[src/rtl/core/rrts_pkg.sv]
// Package for the round-robin task scheduler core.
// Holds shared constants, operation/error/state codes and default sizes.
// No dependencies; compiled first.
`default_nettype none

package rrts_pkg;

   // Default sizes handed to the top level as parameter defaults.
   localparam int QUEUE_DEPTH_DEFAULT  = 16;
   localparam int TASK_ID_BITS_DEFAULT = 8;

   // Fixed field widths of the item payloads.
   localparam int OP_W     = 2;
   localparam int DEVICE_W = 2;
   localparam int TASK_W   = 8;
   localparam int COUNT_W  = 5;
   localparam int ERROR_W  = 2;

   // Number of device blocking queues (keyboard, disk, video).
   localparam int NUM_DEVICES = 3;

   // Device codes. The code zero selects no queue.
   localparam logic [DEVICE_W-1:0] DEV_NONE     = 2'd0;
   localparam logic [DEVICE_W-1:0] DEV_KEYBOARD = 2'd1;
   localparam logic [DEVICE_W-1:0] DEV_DISK     = 2'd2;
   localparam logic [DEVICE_W-1:0] DEV_VIDEO    = 2'd3;

   typedef enum logic [OP_W-1:0] {
      OP_TICK  = 2'd0,
      OP_BLOCK = 2'd1,
      OP_WAKE  = 2'd2,
      OP_ADMIT = 2'd3
   } op_type;

   typedef enum logic [ERROR_W-1:0] {
      ERR_OK    = 2'd0,
      ERR_FULL  = 2'd1,
      ERR_EMPTY = 2'd2,
      ERR_BAD   = 2'd3
   } err_type;

   typedef enum logic {
      ST_IDLE = 1'b0,
      ST_EXEC = 1'b1
   } state_type;

endpackage

`default_nettype wire

[src/rtl/core/rrts_if.sv]
// Handshake interfaces for the scheduler's request and response channels.
// Depends on rrts_pkg for the payload widths.
`default_nettype none

interface rrts_req_if;
   logic                          valid;
   logic                          ready;
   logic [rrts_pkg::OP_W-1:0]     op;
   logic [rrts_pkg::DEVICE_W-1:0] device;
   logic [rrts_pkg::TASK_W-1:0]   task_id;

   modport source (output valid, output op, output device, output task_id, input ready);
   modport sink   (input valid, input op, input device, input task_id, output ready);
endinterface

interface rrts_rsp_if;
   logic                         valid;
   logic                         ready;
   logic [rrts_pkg::TASK_W-1:0]  running_task;
   logic                         running_idle;
   logic [rrts_pkg::COUNT_W-1:0] ready_count;
   logic [rrts_pkg::ERROR_W-1:0] error;

   modport source (output valid, output running_task, output running_idle,
                   output ready_count, output error, input ready);
   modport sink   (input valid, input running_task, input running_idle,
                   input ready_count, input error, output ready);
endinterface

`default_nettype wire

[src/rtl/core/round_robin_task_scheduler_core.sv]
// Top level of the round-robin task scheduler: queue memories, pointers and control.
// Depends on rrts_pkg and on the interfaces in rrts_if.sv.
`default_nettype none

// Channel    Direction  Handshake      Payload
// req_chan   in         valid/ready    op, device, task_id
// rsp_chan   out        valid/ready    running_task, running_idle, ready_count, error
//
// Each item has an accept and an execute cycle: in the accept cycle the heads
// of the ready queue and of the addressed device queue are read from their
// memories; in the execute cycle the read data is used, the write-back happens
// and the result lands in the output register; no item is taken during execute.
// Synchronous active-high reset empties all queues and marks the block idle;
// queue storage is not cleared, since no entry is read before it is written.
// A stalled response channel holds the result in the output register; the
// next item is taken as soon as that register is being emptied.

module round_robin_task_scheduler_core #(
   parameter int QUEUE_DEPTH  = rrts_pkg::QUEUE_DEPTH_DEFAULT,
   parameter int TASK_ID_BITS = rrts_pkg::TASK_ID_BITS_DEFAULT
) (
   input  wire logic  clock,
   input  wire logic  reset,
   rrts_req_if.sink   req_chan,
   rrts_rsp_if.source rsp_chan
);

   localparam int IDX_W = $clog2(QUEUE_DEPTH);
   localparam int CNT_W = $clog2(QUEUE_DEPTH + 1);
   localparam int SUM_W = IDX_W + 1;
   localparam int DEV_W = $clog2(rrts_pkg::NUM_DEVICES);

   // Queue storage. The device queues share one memory, one row per device.
   logic [TASK_ID_BITS-1:0] ready_mem [QUEUE_DEPTH];
   logic [TASK_ID_BITS-1:0] dev_mem   [rrts_pkg::NUM_DEVICES][QUEUE_DEPTH];

   // Control state.
   rrts_pkg::state_type state_ff, state_in;
   logic [IDX_W-1:0] rhead_ff, rhead_in;
   logic [CNT_W-1:0] rcount_ff, rcount_in;
   logic [IDX_W-1:0] dhead_ff  [rrts_pkg::NUM_DEVICES];
   logic [IDX_W-1:0] dhead_in  [rrts_pkg::NUM_DEVICES];
   logic [CNT_W-1:0] dcount_ff [rrts_pkg::NUM_DEVICES];
   logic [CNT_W-1:0] dcount_in [rrts_pkg::NUM_DEVICES];
   logic [TASK_ID_BITS-1:0] cur_ff, cur_in;
   logic idle_ff, idle_in;
   logic rsp_valid_ff, rsp_valid_in;

   // Item latched at acceptance.
   rrts_pkg::op_type        op_ff;
   logic [DEV_W-1:0]        di_ff;
   logic                    dev_bad_ff;
   logic [TASK_ID_BITS-1:0] tid_ff;

   // Memory read data, registered.
   logic [TASK_ID_BITS-1:0] ready_rdata_ff;
   logic [TASK_ID_BITS-1:0] dev_rdata_ff;

   // Response payload registers.
   logic [rrts_pkg::TASK_W-1:0]  rsp_task_ff, rsp_task_in;
   logic                         rsp_idle_ff, rsp_idle_in;
   logic [rrts_pkg::COUNT_W-1:0] rsp_count_ff, rsp_count_in;
   rrts_pkg::err_type            rsp_err_ff, rsp_err_in;

   logic req_ready;
   logic accept;
   logic exec_en;
   logic [DEV_W-1:0] di_req;

   // Write ports of the two memories.
   logic                    ready_we;
   logic [TASK_ID_BITS-1:0] ready_wdata;
   logic                    dev_we;

   // Pointer arithmetic.
   logic [SUM_W-1:0] rsum, dsum;
   logic [IDX_W-1:0] rtail, dtail, rhead_nx, dhead_nx;
   logic             r_empty, r_full, d_empty, d_full;
   rrts_pkg::err_type err;

   // Map the device code to a queue row; the invalid code reads row zero, and a
   // block or wake item with that code is rejected before anything is written.
   always_comb begin
      unique case (req_chan.device)
         rrts_pkg::DEV_DISK:  di_req = DEV_W'(1);
         rrts_pkg::DEV_VIDEO: di_req = DEV_W'(2);
         default:             di_req = DEV_W'(0);
      endcase
   end

   // ---------------- Control FSM ----------------
   always_comb begin
      unique case (state_ff)
         rrts_pkg::ST_IDLE: state_in = accept ? rrts_pkg::ST_EXEC : rrts_pkg::ST_IDLE;
         rrts_pkg::ST_EXEC: state_in = rrts_pkg::ST_IDLE;
         default:           state_in = rrts_pkg::ST_IDLE;
      endcase
   end

   // No item is taken while reset is held.
   always_comb begin
      req_ready = !reset && (state_ff == rrts_pkg::ST_IDLE) &&
                  (!rsp_valid_ff || rsp_chan.ready);
      accept    = req_chan.valid && req_ready;
      exec_en   = (state_ff == rrts_pkg::ST_EXEC);
   end

   // ---------------- Pointer arithmetic ----------------
   always_comb begin
      rsum     = SUM_W'(rhead_ff) + SUM_W'(rcount_ff);
      rtail    = (rsum >= SUM_W'(QUEUE_DEPTH)) ? IDX_W'(rsum - SUM_W'(QUEUE_DEPTH))
                                               : IDX_W'(rsum);
      rhead_nx = (rhead_ff == IDX_W'(QUEUE_DEPTH - 1)) ? '0 : rhead_ff + 1'b1;
      r_empty  = (rcount_ff == '0);
      r_full   = (rcount_ff == CNT_W'(QUEUE_DEPTH));

      dsum     = SUM_W'(dhead_ff[di_ff]) + SUM_W'(dcount_ff[di_ff]);
      dtail    = (dsum >= SUM_W'(QUEUE_DEPTH)) ? IDX_W'(dsum - SUM_W'(QUEUE_DEPTH))
                                               : IDX_W'(dsum);
      dhead_nx = (dhead_ff[di_ff] == IDX_W'(QUEUE_DEPTH - 1)) ? '0
                                                              : dhead_ff[di_ff] + 1'b1;
      d_empty  = (dcount_ff[di_ff] == '0);
      d_full   = (dcount_ff[di_ff] == CNT_W'(QUEUE_DEPTH));
   end

   // ---------------- Operation datapath ----------------
   // All error checks use the counts as they stood when the item arrived,
   // which is also what the registers hold during the execute cycle.
   always_comb begin
      cur_in      = cur_ff;
      idle_in     = idle_ff;
      rhead_in    = rhead_ff;
      rcount_in   = rcount_ff;
      dhead_in    = dhead_ff;
      dcount_in   = dcount_ff;
      err         = rrts_pkg::ERR_OK;
      ready_we    = 1'b0;
      ready_wdata = cur_ff;
      dev_we      = 1'b0;

      if (exec_en) begin
         unique case (op_ff)
            rrts_pkg::OP_TICK: begin
               if (!idle_ff) begin
                  // The running task goes to the tail and the head is popped.
                  // Push plus pop leaves the count alone; with an empty queue
                  // the task just pushed is the one popped back.
                  ready_we = 1'b1;
                  rhead_in = rhead_nx;
                  if (!r_empty) begin
                     cur_in = ready_rdata_ff;
                  end
               end else if (!r_empty) begin
                  cur_in    = ready_rdata_ff;
                  idle_in   = 1'b0;
                  rhead_in  = rhead_nx;
                  rcount_in = rcount_ff - 1'b1;
               end
            end
            rrts_pkg::OP_BLOCK: begin
               priority if (dev_bad_ff || idle_ff) begin
                  err = rrts_pkg::ERR_BAD;
               end else if (d_full) begin
                  err = rrts_pkg::ERR_FULL;
               end else begin
                  dev_we           = 1'b1;
                  dcount_in[di_ff] = dcount_ff[di_ff] + 1'b1;
                  if (!r_empty) begin
                     cur_in    = ready_rdata_ff;
                     idle_in   = 1'b0;
                     rhead_in  = rhead_nx;
                     rcount_in = rcount_ff - 1'b1;
                  end else begin
                     idle_in = 1'b1;
                  end
               end
            end
            rrts_pkg::OP_WAKE: begin
               priority if (dev_bad_ff) begin
                  err = rrts_pkg::ERR_BAD;
               end else if (d_empty) begin
                  err = rrts_pkg::ERR_EMPTY;
               end else if (r_full) begin
                  err = rrts_pkg::ERR_FULL;
               end else begin
                  ready_we         = 1'b1;
                  ready_wdata      = dev_rdata_ff;
                  rcount_in        = rcount_ff + 1'b1;
                  dhead_in[di_ff]  = dhead_nx;
                  dcount_in[di_ff] = dcount_ff[di_ff] - 1'b1;
               end
            end
            rrts_pkg::OP_ADMIT: begin
               if (r_full) begin
                  err = rrts_pkg::ERR_FULL;
               end else begin
                  ready_we    = 1'b1;
                  ready_wdata = tid_ff;
                  if (idle_ff) begin
                     // Push and dispatch in one step: the count is unchanged.
                     idle_in  = 1'b0;
                     rhead_in = rhead_nx;
                     cur_in   = r_empty ? tid_ff : ready_rdata_ff;
                  end else begin
                     rcount_in = rcount_ff + 1'b1;
                  end
               end
            end
            default: begin
               err = rrts_pkg::ERR_OK;
            end
         endcase
      end
   end

   // Response register: loaded in the execute cycle, emptied on handshake.
   always_comb begin
      rsp_task_in  = rsp_task_ff;
      rsp_idle_in  = rsp_idle_ff;
      rsp_count_in = rsp_count_ff;
      rsp_err_in   = rsp_err_ff;
      if (exec_en) begin
         rsp_valid_in = 1'b1;
         rsp_task_in  = idle_in ? '0 : rrts_pkg::TASK_W'(cur_in);
         rsp_idle_in  = idle_in;
         rsp_count_in = rrts_pkg::COUNT_W'(rcount_in);
         rsp_err_in   = err;
      end else if (rsp_chan.ready) begin
         rsp_valid_in = 1'b0;
      end else begin
         rsp_valid_in = rsp_valid_ff;
      end
   end

   // ---------------- Registers ----------------
   always_ff @(posedge clock) begin
      if (reset) begin
         state_ff     <= rrts_pkg::ST_IDLE;
         rhead_ff     <= '0;
         rcount_ff    <= '0;
         dhead_ff     <= '{default: '0};
         dcount_ff    <= '{default: '0};
         cur_ff       <= '0;
         idle_ff      <= 1'b1;
         rsp_valid_ff <= 1'b0;
      end else begin
         state_ff     <= state_in;
         rhead_ff     <= rhead_in;
         rcount_ff    <= rcount_in;
         dhead_ff     <= dhead_in;
         dcount_ff    <= dcount_in;
         cur_ff       <= cur_in;
         idle_ff      <= idle_in;
         rsp_valid_ff <= rsp_valid_in;
      end
   end

   always_ff @(posedge clock) begin
      rsp_task_ff  <= rsp_task_in;
      rsp_idle_ff  <= rsp_idle_in;
      rsp_count_ff <= rsp_count_in;
      rsp_err_ff   <= rsp_err_in;
      if (accept) begin
         op_ff      <= rrts_pkg::op_type'(req_chan.op);
         di_ff      <= di_req;
         dev_bad_ff <= (req_chan.device == rrts_pkg::DEV_NONE);
         tid_ff     <= TASK_ID_BITS'(req_chan.task_id);
      end
   end

   // ---------------- Queue memories ----------------
   // Reads happen in the accept cycle, writes in the execute cycle that follows,
   // so a read and a write of the same entry never fall in one cycle.
   always_ff @(posedge clock) begin
      if (ready_we) begin
         ready_mem[rtail] <= ready_wdata;
      end
      if (accept) begin
         ready_rdata_ff <= ready_mem[rhead_ff];
      end
   end

   always_ff @(posedge clock) begin
      if (dev_we) begin
         dev_mem[di_ff][dtail] <= cur_ff;
      end
      if (accept) begin
         dev_rdata_ff <= dev_mem[di_req][dhead_ff[di_req]];
      end
   end

   // ---------------- Ports ----------------
   assign req_chan.ready        = req_ready;
   assign rsp_chan.valid        = rsp_valid_ff;
   assign rsp_chan.running_task = rsp_task_ff;
   assign rsp_chan.running_idle = rsp_idle_ff;
   assign rsp_chan.ready_count  = rsp_count_ff;
   assign rsp_chan.error        = rsp_err_ff;

   // ---------------- Assertions ----------------
   // The ready queue count never passes the queue depth.
   a_rcount_bound: assert property (@(posedge clock) disable iff (reset)
      rcount_ff <= CNT_W'(QUEUE_DEPTH))
      else $error("ready queue count exceeds depth");

   // An accepted item is executed in the very next cycle.
   a_accept_exec: assert property (@(posedge clock) disable iff (reset)
      accept |=> exec_en)
      else $error("accepted item not executed");

   // A new result only appears after an execute cycle.
   a_rsp_source: assert property (@(posedge clock) disable iff (reset)
      $rose(rsp_valid_ff) |-> $past(exec_en))
      else $error("result raised without an executed item");

   // The output register is free whenever an item executes.
   a_rsp_free: assert property (@(posedge clock) disable iff (reset)
      exec_en |-> !rsp_valid_ff)
      else $error("result overwritten before delivery");

endmodule

`default_nettype wire
[src/flat_wrapper.sv]
// flat-port wrapper written by rule: the top's interface ports become plain ports
module round_robin_task_scheduler_core_flat 
#(
   parameter int QUEUE_DEPTH  = rrts_pkg::QUEUE_DEPTH_DEFAULT,
   parameter int TASK_ID_BITS = rrts_pkg::TASK_ID_BITS_DEFAULT
)
  (clock, reset, req_chan_valid, req_chan_op, req_chan_device, req_chan_task_id, req_chan_ready, rsp_chan_valid, rsp_chan_running_task, rsp_chan_running_idle, rsp_chan_ready_count, rsp_chan_error, rsp_chan_ready);
  rrts_req_if req_chan_i ();
  rrts_rsp_if rsp_chan_i ();
  input  wire logic clock;
  input  wire logic reset;
  input wire logic [$bits(req_chan_i.valid)-1:0] req_chan_valid;
  input wire logic [$bits(req_chan_i.op)-1:0] req_chan_op;
  input wire logic [$bits(req_chan_i.device)-1:0] req_chan_device;
  input wire logic [$bits(req_chan_i.task_id)-1:0] req_chan_task_id;
  output wire logic [$bits(req_chan_i.ready)-1:0] req_chan_ready;
  output wire logic [$bits(rsp_chan_i.valid)-1:0] rsp_chan_valid;
  output wire logic [$bits(rsp_chan_i.running_task)-1:0] rsp_chan_running_task;
  output wire logic [$bits(rsp_chan_i.running_idle)-1:0] rsp_chan_running_idle;
  output wire logic [$bits(rsp_chan_i.ready_count)-1:0] rsp_chan_ready_count;
  output wire logic [$bits(rsp_chan_i.error)-1:0] rsp_chan_error;
  input wire logic [$bits(rsp_chan_i.ready)-1:0] rsp_chan_ready;
  assign req_chan_i.valid = req_chan_valid;
  assign req_chan_i.op = req_chan_op;
  assign req_chan_i.device = req_chan_device;
  assign req_chan_i.task_id = req_chan_task_id;
  assign req_chan_ready = req_chan_i.ready;
  assign rsp_chan_valid = rsp_chan_i.valid;
  assign rsp_chan_running_task = rsp_chan_i.running_task;
  assign rsp_chan_running_idle = rsp_chan_i.running_idle;
  assign rsp_chan_ready_count = rsp_chan_i.ready_count;
  assign rsp_chan_error = rsp_chan_i.error;
  assign rsp_chan_i.ready = rsp_chan_ready;
  round_robin_task_scheduler_core #(.QUEUE_DEPTH(QUEUE_DEPTH), .TASK_ID_BITS(TASK_ID_BITS)) u_core (.clock(clock), .reset(reset), .req_chan(req_chan_i), .rsp_chan(rsp_chan_i));
endmodule
[config.mk]
export PLATFORM = sky130hd
export DESIGN_NAME = round_robin_task_scheduler_core_flat
export DESIGN_NICKNAME = d
export VERILOG_FILES = /design/src/rtl/core/rrts_pkg.sv /design/src/rtl/core/rrts_if.sv /design/src/rtl/core/round_robin_task_scheduler_core.sv /design/src/flat_wrapper.sv
export SDC_FILE = /design/constraint.sdc
export NUM_CORES = 1
export LEC_CHECK = 0
export BUFFER_PORTS_ARGS = -buffer_cell sky130_fd_sc_hd__clkbuf_2
export CAP_MARGIN = 15
export CELL_PAD_IN_SITES_DETAIL_PLACEMENT = 1
export CELL_PAD_IN_SITES_GLOBAL_PLACEMENT = 1
export CORE_MARGIN = 2
export CORE_UTILIZATION = 48
export CTS_CLUSTER_SIZE = 16
export DETAILED_ROUTE_END_ITERATION = 10
export PLACE_DENSITY = 0.75
export SYNTH_ARGS = -nofsm -noshare
export SYNTH_HDL_FRONTEND = slang
export SYNTH_SLANG_ARGS = --single-unit
[constraint.sdc]
create_clock -name clock -period 3.7 [get_ports clock]
set_clock_uncertainty 0.15 [all_clocks]
set_input_delay 0.185 -clock clock [delete_from_list [all_inputs] [get_ports clock]]
set_output_delay 0.185 -clock clock [all_outputs]
set_load 0.01 [all_outputs]
==> results of run 1 <==
## power groups by stage
stage	Sequential, W	Clock, W	Combinational (W)
floorplan	0.00759	0	0.000378
global placement	0.00759	0	0.000577
detailed placement	0.00759	0	0.000594
CTS	0.00745	0.00594	0.000616
global route	0.00744	0.00618	0.000664
finish	0.00745	0.00584	0.000620
## metal layers
metal  vias to the layer above  global-route usage  part of all wire
met2                       403               0.418              0.51
met4                         0              0.0747             0.024
met3                        96              0.0314             0.046
met5                         -                   0                 0
li1                       6873                   -                 -
met1                      7804               0.305              0.42
## final cells by class
type	instances	area [µm²]
clock buffer	68	1550
fill	5031	23300
inverter	15	58.8
clock inverter	40	322
multi-input combinational	998	7740
timing repair buffer	161	1220
tap	688	861
sequential	604	17700
## state kept, by name, summed over array words and instances, names as in the netlist, 4 cells and up
name,count
u_core.cur_ff,8
u_core.dcount_ff,15
u_core.dev_mem,384
u_core.dev_rdata_ff,8
u_core.dhead_ff,12
u_core.rcount_ff,5
u_core.ready_mem,128
u_core.ready_rdata_ff,8
u_core.rhead_ff,4
u_core.rsp_chan.ready_count,5
u_core.rsp_chan.running_task,8
u_core.tid_ff,8
## stage by stage
| step | worst slack (ps) | hold slack (ps) | util | TNS, ps | total power, W |
|---|---|---|---|---|---|
| 2_1_floorplan | -101 | 134 | - | -9760 | 0.00797 |
| 3_3_place_gp | 2.83 | 214 | 0.517 | 0 | 0.00817 |
| 3_5_place_dp | -109 | 214 | 0.517 | -1520 | 0.00819 |
| 4_1_cts | -39.0 | 104 | 0.556 | -308 | 0.0140 |
| 5_1_grt | -61.0 | 133 | 0.558 | -2850 | 0.0143 |
| 6_report | 101 | 134 | 0.558 | 0 | 0.0139 |
## layout by cell type, fill, tap and decap left out, drive strengths merged, types with 3 or more instances in the layout
cell type	n
a211oi	10
a21o	4
a21oi	155
a221oi	3
a22o	10
a22oi	12
a31oi	8
a41oi	3
and2	5
and3	27
buf	112
bufinv	4
clkbuf	99
clkinv	29
dfxtp	47
dlygate4sd3	18
edfxtp	557
ha	16
inv	21
mux2	3
mux2i	275
mux4	40
nand2	33
nand2b	12
nand3	14
nand3b	3
nand4	4
nor2	197
nor2b	12
nor3	36
nor4	3
o211ai	5
o21ai	23
o2bb2ai	20
o31ai	5
or3	6
or3b	4
xnor2	10
xor2	9
## worst paths after layout
kind | start | endpoint | slack, ps | depth (start not counted)
min reg2reg | u_core.dcount_ff[5] | u_core.dcount_ff[5] | 320 | 2
min | req_chan_task_id[2] | u_core.tid_ff[2] | 130 | 2
max reg2reg | u_core.di_ff[0] | u_core.dev_mem[2][44] | 100 | 11
max | u_core.di_ff[0] | u_core.dev_mem[2][44] | 100 | 11
## timing repair
| action | 4_1_cts | 5_1_grt |
|---|---|---|
| buffers inserted | 0 | 1 |
| setup endpoints to repair | 120 | 382 |
| gates resized for setup | 3 | 23 |
| hold buffers | 18 | 0 |
| cloned | 0 | 0 |
| hold endpoints to repair | 32 | 0 |
## worst reg2reg max path, delay by kind of cell (launching register included)
kind / cells / cell delay, ps
simple gates: 4 / 850
xor+xnor: 2 / 560
flops: 1 / 450
compound gates: 2 / 450
buf+inv: 2 / 440
fa+ha+maj: 1 / 380
## kinds of logic (layout without fill, tap and decap cells)
group	Yosys count	count (layout)	synth area share
flip-flops	604	604	0.686
AND/OR/NAND/NOR	366	366	0.0660
multiplexers	318	318	0.144
AO/OA/AOI/OAI	277	277	0.0692
buffers and inverters	118	284	0.0191
XOR/XNOR	19	19	0.00647
adder cells (fa/ha/maj)	18	18	0.00933
==> flow_summary.yaml, run 1 <==
clock_tree:
  clockRootBuffer: "clkbuf_16"
  clk_latency_ps: 620
  cts_tree: "done"
  cts_sinks: 604
  cts_made_buffers: 58
  cts.clk_slew.worst_paths_ps: 70
  htreeDepth: 2
  cts_buffer_depth: 3
timing:
  slew_violations: 0
  worstMarginPinSlew_ps: 910
  rsz0062_at_grt: "true"
  slew_headroom: 0.393
  setup_viol: 0
  min_period_ps: 3600
  hold_violations: 0
  post-route-period-util: 0.973
  fmax_mhz: 278
worst_setup_path:
  path_delay_family: "simple AND/OR/NAND/NOR gates"
  cp_num_buf_inv: 2
  critPathMostFrequentCell: "nand2_1"
  cp-end-kind: "flip-flop"
  critPathArrivalTime_ps: 3760
  worstSetupPathType: "flip-flop to flip-flop"
  required_ps: 3860
  critPathLaunchType: "flip-flop"
  critical-path-slowest-cell: "edfxtp_1"
  cpPeakStageDelay_ps: 450
  path_cells: "nor2b_1, buf_6, nand2_1, o21ai_1, ha_1, a21oi_1, xnor2_2, xor2_2, nand2_1, nor3_1, buf_4"
  cp_max_fo: 12
grt:
  grt_overflow_total: 0
  grt_pass1_wl_mm: 99.2
  grt_max_degree: 159
  grtUsageTotal: 0.237
  grt_pass1_vias: 16300
  antenna_found_initial: 0
yosys:
  netlist_area_um2: 25700
  synth.area.top_cells: "edfxtp_1 (65%), mux2i_1 (11%), dfxtp_1 (3.7%), mux4_2 (3.5%), a21oi_1 (3.0%)"
  ys_top_cells_by_count: "edfxtp_1 (557), mux2i_1 (274), nor2_1 (197), a21oi_1 (153), clkbuf_1 (74)"
  synth.distinct_cells: 70
  async_reset_ff_frac: 0
  synthMostInstantiatedCell: "edfxtp_1"
  synth_seq_cells: 604
  synth_top_area_frac: 0.650
  syn_inst: 1720
  synth_edf_count: 557
  yosysTopAreaCell: "edfxtp_1"
  syn-num-nets: 1754
  avgSynthCellArea_um2: 15.0
  yosysWarnings: 0
  synthFlopType: "edfxtp_1"
  yosysSeqAreaShare: 0.686
detailed_routing:
  viasPerCell: 5.90
  dr.pass1.iters: 5
  wl_per_cell_um: 25.4
  num_vias: 15200
  drt_iter0_drc: 1231
  drt-total-wl_mm: 65.4
  ant_nets: 0
  drcViolationCount: 0
floorplan:
  die-area_um2: 55500
  boundaryPins: 34
  die_h_um: 236
  core_area_um2: 52800
  start_util: 0.488
  rows: 84
  die_x_um: 236
finish:
  design_area_um2: 29400
  drive_gt1_frac: 0.176
  stdcell_count: 2574
  area_growth_pct: 14.4
  nNetsFinal: 1872
  num_antenna_cells: 0
power:
  p_clk_frac: 0.420
  switching_share: 0.215
  netSwitchingPower_w: 0.00299
  share_seq_of_total_power: 0.535
  p_int_w: 0.0109
  powerDensity_nw_per_um2: 473
  peakVddDrop_uv: 622
  p_comb_frac: 0.045
  leakagePower_nw: 10.9
place:
  dpl_cell_area_um2: 27300
  gp_congestion: 0.839
  dp_hpwl_mm: 41.5
  place_inst: 2444
  io_buffers: 33
min_path:
  hp-class: "input port to flip-flop"
job:
  cap_violations: 0
run_status:
  outcome: "finished clean"
(Power assumes the default switching activity.)
==> run 2, diff against run 1 <==
Settings changed: ABC_AREA from default to 1, CORE_UTILIZATION 48 to 47, HOLD_SLACK_MARGIN from default to 0.02, PLACE_DENSITY 0.75 to 0.76.
==> run 2 against run 1 <==
Against the previous run:
- non-clock buffer count increased by 16
- power up 8.9%
- sequential cell count did not move
- synthesized cell count is 24% higher
- sequential power is 2% higher
- cell area down 1.1%
- via count is 19% higher
- combinational power increased by 73%
- largest cell class unchanged
- highest routed layer unchanged
==> flow_summary.yaml, run 2 <==
power:
  powerDensity_nw_per_um2: 521
  leakagePower_nw: 10.4
  switching_share: 0.239
  share_seq_of_total_power: 0.501
  peakVddDrop_uv: 359
  p_clk_frac: 0.428
  p_comb_frac: 0.071
  netSwitchingPower_w: 0.00363
  p_int_w: 0.0115
place:
  io_buffers: 33
  place_inst: 2875
  dp_hpwl_mm: 47.1
  gp_congestion: 0.902
floorplan:
  die_h_um: 235
  die-area_um2: 55400
  start_util: 0.477
  die_x_um: 235
  boundaryPins: 34
  rows: 84
  core_area_um2: 52800
yosys:
  yosysTopAreaCell: "edfxtp_1"
  synthMostInstantiatedCell: "edfxtp_1"
  netlist_area_um2: 25100
  async_reset_ff_frac: 0
  synth_top_area_frac: 0.665
  synth_compound_area_frac: 0.0745
  synth_seq_cells: 604
  yosys.area_share.xor_xnor: 0.00557
  synth_top_family_by_area: "simple AND/OR/NAND/NOR gates"
  synth.distinct_cells: 43
  ys_top_cells_by_count: "edfxtp_1 (557), nand2_1 (544), nor2_1 (188), nand3_1 (150), o21ai_0 (97)"
  synth.area.mux_share: 0.00836
  yosys.area_share.simple: 0.169
  syn-num-nets: 2173
  synthFlopType: "edfxtp_1"
  yosysSeqAreaShare: 0.703
  avgSynthCellArea_um2: 11.8
  syn_inst: 2139
  synth.area.top_cells: "edfxtp_1 (67%), nand2_1 (8.1%), dfxtp_1 (3.7%), nand3_1 (3.0%), nor2_1 (2.8%)"
  yosysWarnings: 0
  synth_edf_count: 557
  synthAdderAreaFrac: 0.00955
worst_setup_path:
  reg2reg_depth: 12
  ff2ff_setup_slack_ps: 30
  critPathLaunchType: "flip-flop"
  critPathArrivalTime_ps: 3880
  required_ps: 3910
  cp-end-kind: "flip-flop"
  cp_max_fo: 21
  r2r-start: "u_core.di_ff[0]"
  worstSetupPathType: "flip-flop to flip-flop"
  regToRegEndpoint: "u_core.dev_mem[2][85]"
detailed_routing:
  wl_per_cell_um: 25.7
  viasPerCell: 6.00
  dr.pass1.iters: 5
  ant_nets: 0
  drt_iter0_drc: 2001
  drcViolationCount: 0
  drt-total-wl_mm: 77.2
  num_vias: 18100
finish:
  stdcell_count: 3010
  nNetsFinal: 2305
  num_antenna_cells: 0
  n_fill_cell: 5393
  layout_commonest_cell: "edfxtp_1"
  drive_gt1_frac: 0.138
  top_regs: "u_core.dev_mem: 384 flops, u_core.ready_mem: 128 flops, u_core.dcount_ff: 15 flops"
  largest_reg_flops: 384
  mostFrequentLayoutCells: "edfxtp_1 (557), nand2_1 (544), nor2_1 (188), nand3_1 (150), buf_4 (121)"
  area_growth_pct: 15.7
  multi_input_area_um2: 6760
  register_area_um2: 17700
  regMostFlops: "u_core.dev_mem"
timing:
  post-route-period-util: 0.992
  worst_hold_slack_ps: 128
  worstMarginPinSlew_ps: 1170
  slew_violations: 0
  fmax_mhz: 272
  slew_headroom: 0.218
  min_period_ps: 3670
  hold_violations: 0
  setup_viol: 0
clock_tree:
  clockRootBuffer: "clkbuf_16"
  htreeDepth: 2
  cts_made_buffers: 61
  cts.clk_slew.worst_paths_ps: 70
  clk_latency_ps: 660
  cts_buffer_depth: 3
  cts_sinks: 604
  cts_tree: "done"
grt:
  grt_pass1_wl_mm: 116
  grt_overflow_total: 0
  grtUsageTotal: 0.277
  grt_pass1_vias: 18900
  antenna_found_initial: 0
  grt_max_degree: 132
job:
  cap_violations: 0
min_path:
  hp-start: "req_chan_op[1]"
  min_to: "u_core.op_ff[1]"
  whs_path_depth: 2
  hp-class: "input port to flip-flop"
run_status:
  outcome: "finished clean"
[run 2: timing repair]
action | in CTS | in global routing
endpoints found under the setup margin | 16 | 368
buffers inserted | 0 | 2
hold buffers | 17 | 0
endpoints found under the hold margin | 30 | 0
gates resized for setup | 3 | 3
[run 2: worst max-delay path, cell delays in order (launching register included)]
cell and delay (ps):
edfxtp_1 510, nand2_1 190, buf_6 330, o221ai_1 220, ha_1 350, a21o_1 180, a21oi_1 160, xor2_1 320
inv_2 100, nor2_2 280, nand2_1 190, nor2_1 180, buf_4 200
[run 2: power groups by stage]
stage	logic, W	clock network [W]	registers (W)
after floorplan	0.000571	0	0.00774
after global placement	0.000979	0	0.00774
after detailed placement	0.00101	0	0.00774
after CTS	0.00104	0.00656	0.00759
after global routing	0.00115	0.00681	0.00759
final	0.00107	0.00649	0.00759
[run 2: final cells by class]
type,instances,area share
Tap cell,688,0.0296
Multi-Input combinational cell,1341,0.232
Clock inverter,48,0.0185
Clock buffer,66,0.0538
Sequential cell,604,0.608
Inverter,86,0.0113
Timing Repair Buffer,177,0.0468
[run 2: cells by family (layout without fill, tap and decap cells)]
family / count (synthesis) / after routing
XOR/XNOR: 16 / 16
AND/OR/NAND/NOR: 997 / 997
adder cells (fa/ha/maj): 18 / 18
AO/OA/AOI/OAI: 289 / 289
buffers and inverters: 194 / 377
multiplexers: 21 / 21
flip-flops: 604 / 604
[run 2: worst max path at each step]
stage | slack, ps | to | cells after the start | start
floorplan | 140 | u_core.dev_bad_ff | 3 | u_core.exec_en
global placement | 230 | u_core.dev_mem[1][78] | 13 | u_core.di_ff[1]
detailed placement | 90 | u_core.dev_mem[2][118] | 13 | u_core.di_ff[1]
CTS | 50 | u_core.ready_mem[10][3] | 16 | u_core.di_ff[0]
global route | -70 | u_core.dev_mem[2][86] | 15 | u_core.di_ff[0]
finish | 30 | u_core.dev_mem[2][85] | 12 | u_core.di_ff[0]
[run 2: through the flow]
stage           util  power, W  instance area [µm²]  setup slack [ps]  setup TNS, ps
6_report       0.552    0.0152                29100              27.9              0
5_1_grt        0.552    0.0155                29100             -73.5          -2170
4_1_cts        0.550    0.0152                29000              50.0              0
3_5_place_dp   0.507   0.00875                26800              85.7              0
3_3_place_gp   0.507   0.00872                26800               234              0
2_1_floorplan      -   0.00831                25100               139              0
[run 2: routing by layer]
| layer | vias to the layer above | wire [µm] | GRT usage |
|---|---|---|---|
| met5 | - | 0 | 0 |
| met4 | 0 | 3390 | 0.121 |
| met3 | 191 | 5090 | 0.0321 |
| met2 | 750 | 37600 | 0.461 |
| met1 | 9159 | 31200 | 0.369 |
| li1 | 7966 | - | - |
==> run 3, diff against run 2 <==
Settings changed: CORE_ASPECT_RATIO from default to 0.5.
==> run 3 against run 2 <==
Against the previous run:
- register-to-register slack worse by 20 ps
- power down 4.9%
- global-route usage down 1.3 points
- worst hold slack better by 19 ps
- die area up 0.20%
==> flow_summary.yaml, run 3 (same netlist as run 2, synthesis figures left out) <==
power:
  leakagePower_nw: 10.3
  switching_share: 0.236
  powerDensity_nw_per_um2: 501
  totalPowerFinal_w: 0.0144
  p_clk_frac: 0.400
  netSwitchingPower_w: 0.00340
  peakVddDrop_uv: 329
  p_comb_frac: 0.074
  share_seq_of_total_power: 0.526
  p_int_w: 0.0110
finish:
  regMostFlops: "u_core.dev_mem"
  n_fill_cell: 5417
  drive_gt1_frac: 0.132
  area_growth_pct: 14.4
  nNetsFinal: 2305
  multi_input_area_um2: 6760
  mostFrequentLayoutCells: "edfxtp_1 (557), nand2_1 (544), nor2_1 (187), nand3_1 (150), buf_4 (135)"
  largest_reg_flops: 384
  design_area_um2: 28800
  register_area_um2: 17700
  layout_commonest_cell: "edfxtp_1"
  post-route-util: 0.549
  top_regs: "u_core.dev_mem: 384 flops, u_core.ready_mem: 128 flops, u_core.dcount_ff: 15 flops"
  num_antenna_cells: 0
detailed_routing:
  wl_per_cell_um: 24.3
  dr.pass1.iters: 6
  viasPerCell: 5.90
  drt_iter0_drc: 2020
  drt-total-wl_mm: 73.3
  num_vias: 17800
  ant_nets: 0
  drcViolationCount: 0
grt:
  grt_overflow_total: 0
  grtUsageTotal: 0.264
  grt_pass1_vias: 18300
  grt_pass1_wl_mm: 111
  grt_max_degree: 98
  antenna_found_initial: 0
timing:
  slew_headroom: 0.274
  min_period_ps: 3700
  setup_viol: 0
  slew_violations: 0
  worstMarginPinSlew_ps: 1090
  worst_hold_slack_ps: 147
  rsz0062_at_grt: "true"
  post-route-period-util: 0.999
  fmax_mhz: 271
  hold_violations: 0
place:
  gp_congestion: 0.850
  dp_hpwl_mm: 46.2
  io_buffers: 33
  dpl_cell_area_um2: 26800
worst_setup_path:
  critPathMostFrequentCell: "nand2_1"
  path_depth: 12
  critPathArrivalTime_ps: 3870
  cp-end-kind: "flip-flop"
  cp_num_buf_inv: 3
  path_cells: "nand2_1, inv_2, a22oi_1, o21ai_0, ha_1, fa_1, xnor2_1, inv_1, nor2_2, nand2_1, nor2_1, buf_4"
  r2r-start: "u_core.di_ff[0]"
  cpPeakStageDelay_ps: 480
  startpoint: "u_core.di_ff[0]"
  reg2reg_depth: 12
  worstSetupPathType: "flip-flop to flip-flop"
  cp_max_fo: 8
  critical-path-slowest-cell: "edfxtp_1"
  critPathLaunchType: "flip-flop"
  required_ps: 3870
  path_delay_family: "simple AND/OR/NAND/NOR gates"
job:
  cap_violations: 0
clock_tree:
  htreeDepth: 2
  clockRootBuffer: "clkbuf_16"
  cts_made_buffers: 52
  cts_buffer_depth: 3
  cts_sinks: 604
  clk_latency_ps: 620
  cts.clk_slew.worst_paths_ps: 70
  cts_tree: "done"
min_path:
  whs_path_depth: 2
  hp-class: "input port to flip-flop"
  hp-start: "req_chan_op[0]"
floorplan:
  boundaryPins: 34
  start_util: 0.480
  rows: 59
  core_area_um2: 52400
  die_x_um: 331
  die_h_um: 168
  die-area_um2: 55500
run_status:
  outcome: "finished clean"
[run 3: cell count changes in the layout (fill, tap and decap cells not counted), sizes merged]
cell / change
bufinv: -1
inv: -4
buf: +10
clkinvlp: -5
dlygate4sd3: -1
clkbuf: -5
clkinv: -2
[run 3: through the flow]
stage / worst slack [ps] / setup TNS, ps / cells
3_3_place_gp: 136 / 0 / 2894
6_report: 4.54 / 0 / 3015
5_1_grt: -71.7 / -4700 / 3015
4_1_cts: 2.66 / 0 / 3007
3_5_place_dp: -74.3 / -742 / 2894
2_1_floorplan: 139 / 0 / 2139
[run 3: final timing paths]
| path | slack (ps) | to |
|---|---|---|
| setup / recovery | 5 | u_core.dev_mem[0][56] |
| hold / removal | 150 | u_core.op_ff[0] |
| hold reg to reg | 370 | u_core.dcount_ff[2] |
| setup reg to reg | 5 | u_core.dev_mem[0][56] |
[run 3: layout make-up]
cell class                 count  share of cell area
tap                          701              0.0305
clock inverter                36              0.0134
inverter                      86              0.0114
sequential                   604               0.615
clock buffer                  61              0.0475
timing repair buffer         186              0.0478
multi-input combinational   1341               0.235
[run 3: timing repair]
action	CTS	global route
hold buffers	16	0
hold endpoints to repair	27	0
resized for setup	3	2
gates cloned	0	0
buffers inserted	0	6
setup endpoints to repair	128	324
[run 3: metal layers]
layer / GRT usage / share of wire / vias up
li1: - / - / 7957
met1: 0.356 / 0.42 / 9051
met2: 0.444 / 0.49 / 642
met3: 0.0421 / 0.067 / 128
met4: 0.0715 / 0.025 / 0
met5: 0 / 0 / -
[run 3: power by group through the flow]
stage               sequential [W]  clock, W  combinational, W
CTS                        0.00758   0.00582           0.00104
detailed placement         0.00773         0           0.00102
floorplan                  0.00774         0          0.000571
finish                     0.00758   0.00577           0.00106
global placement           0.00773         0          0.000984
global route               0.00758   0.00608           0.00115
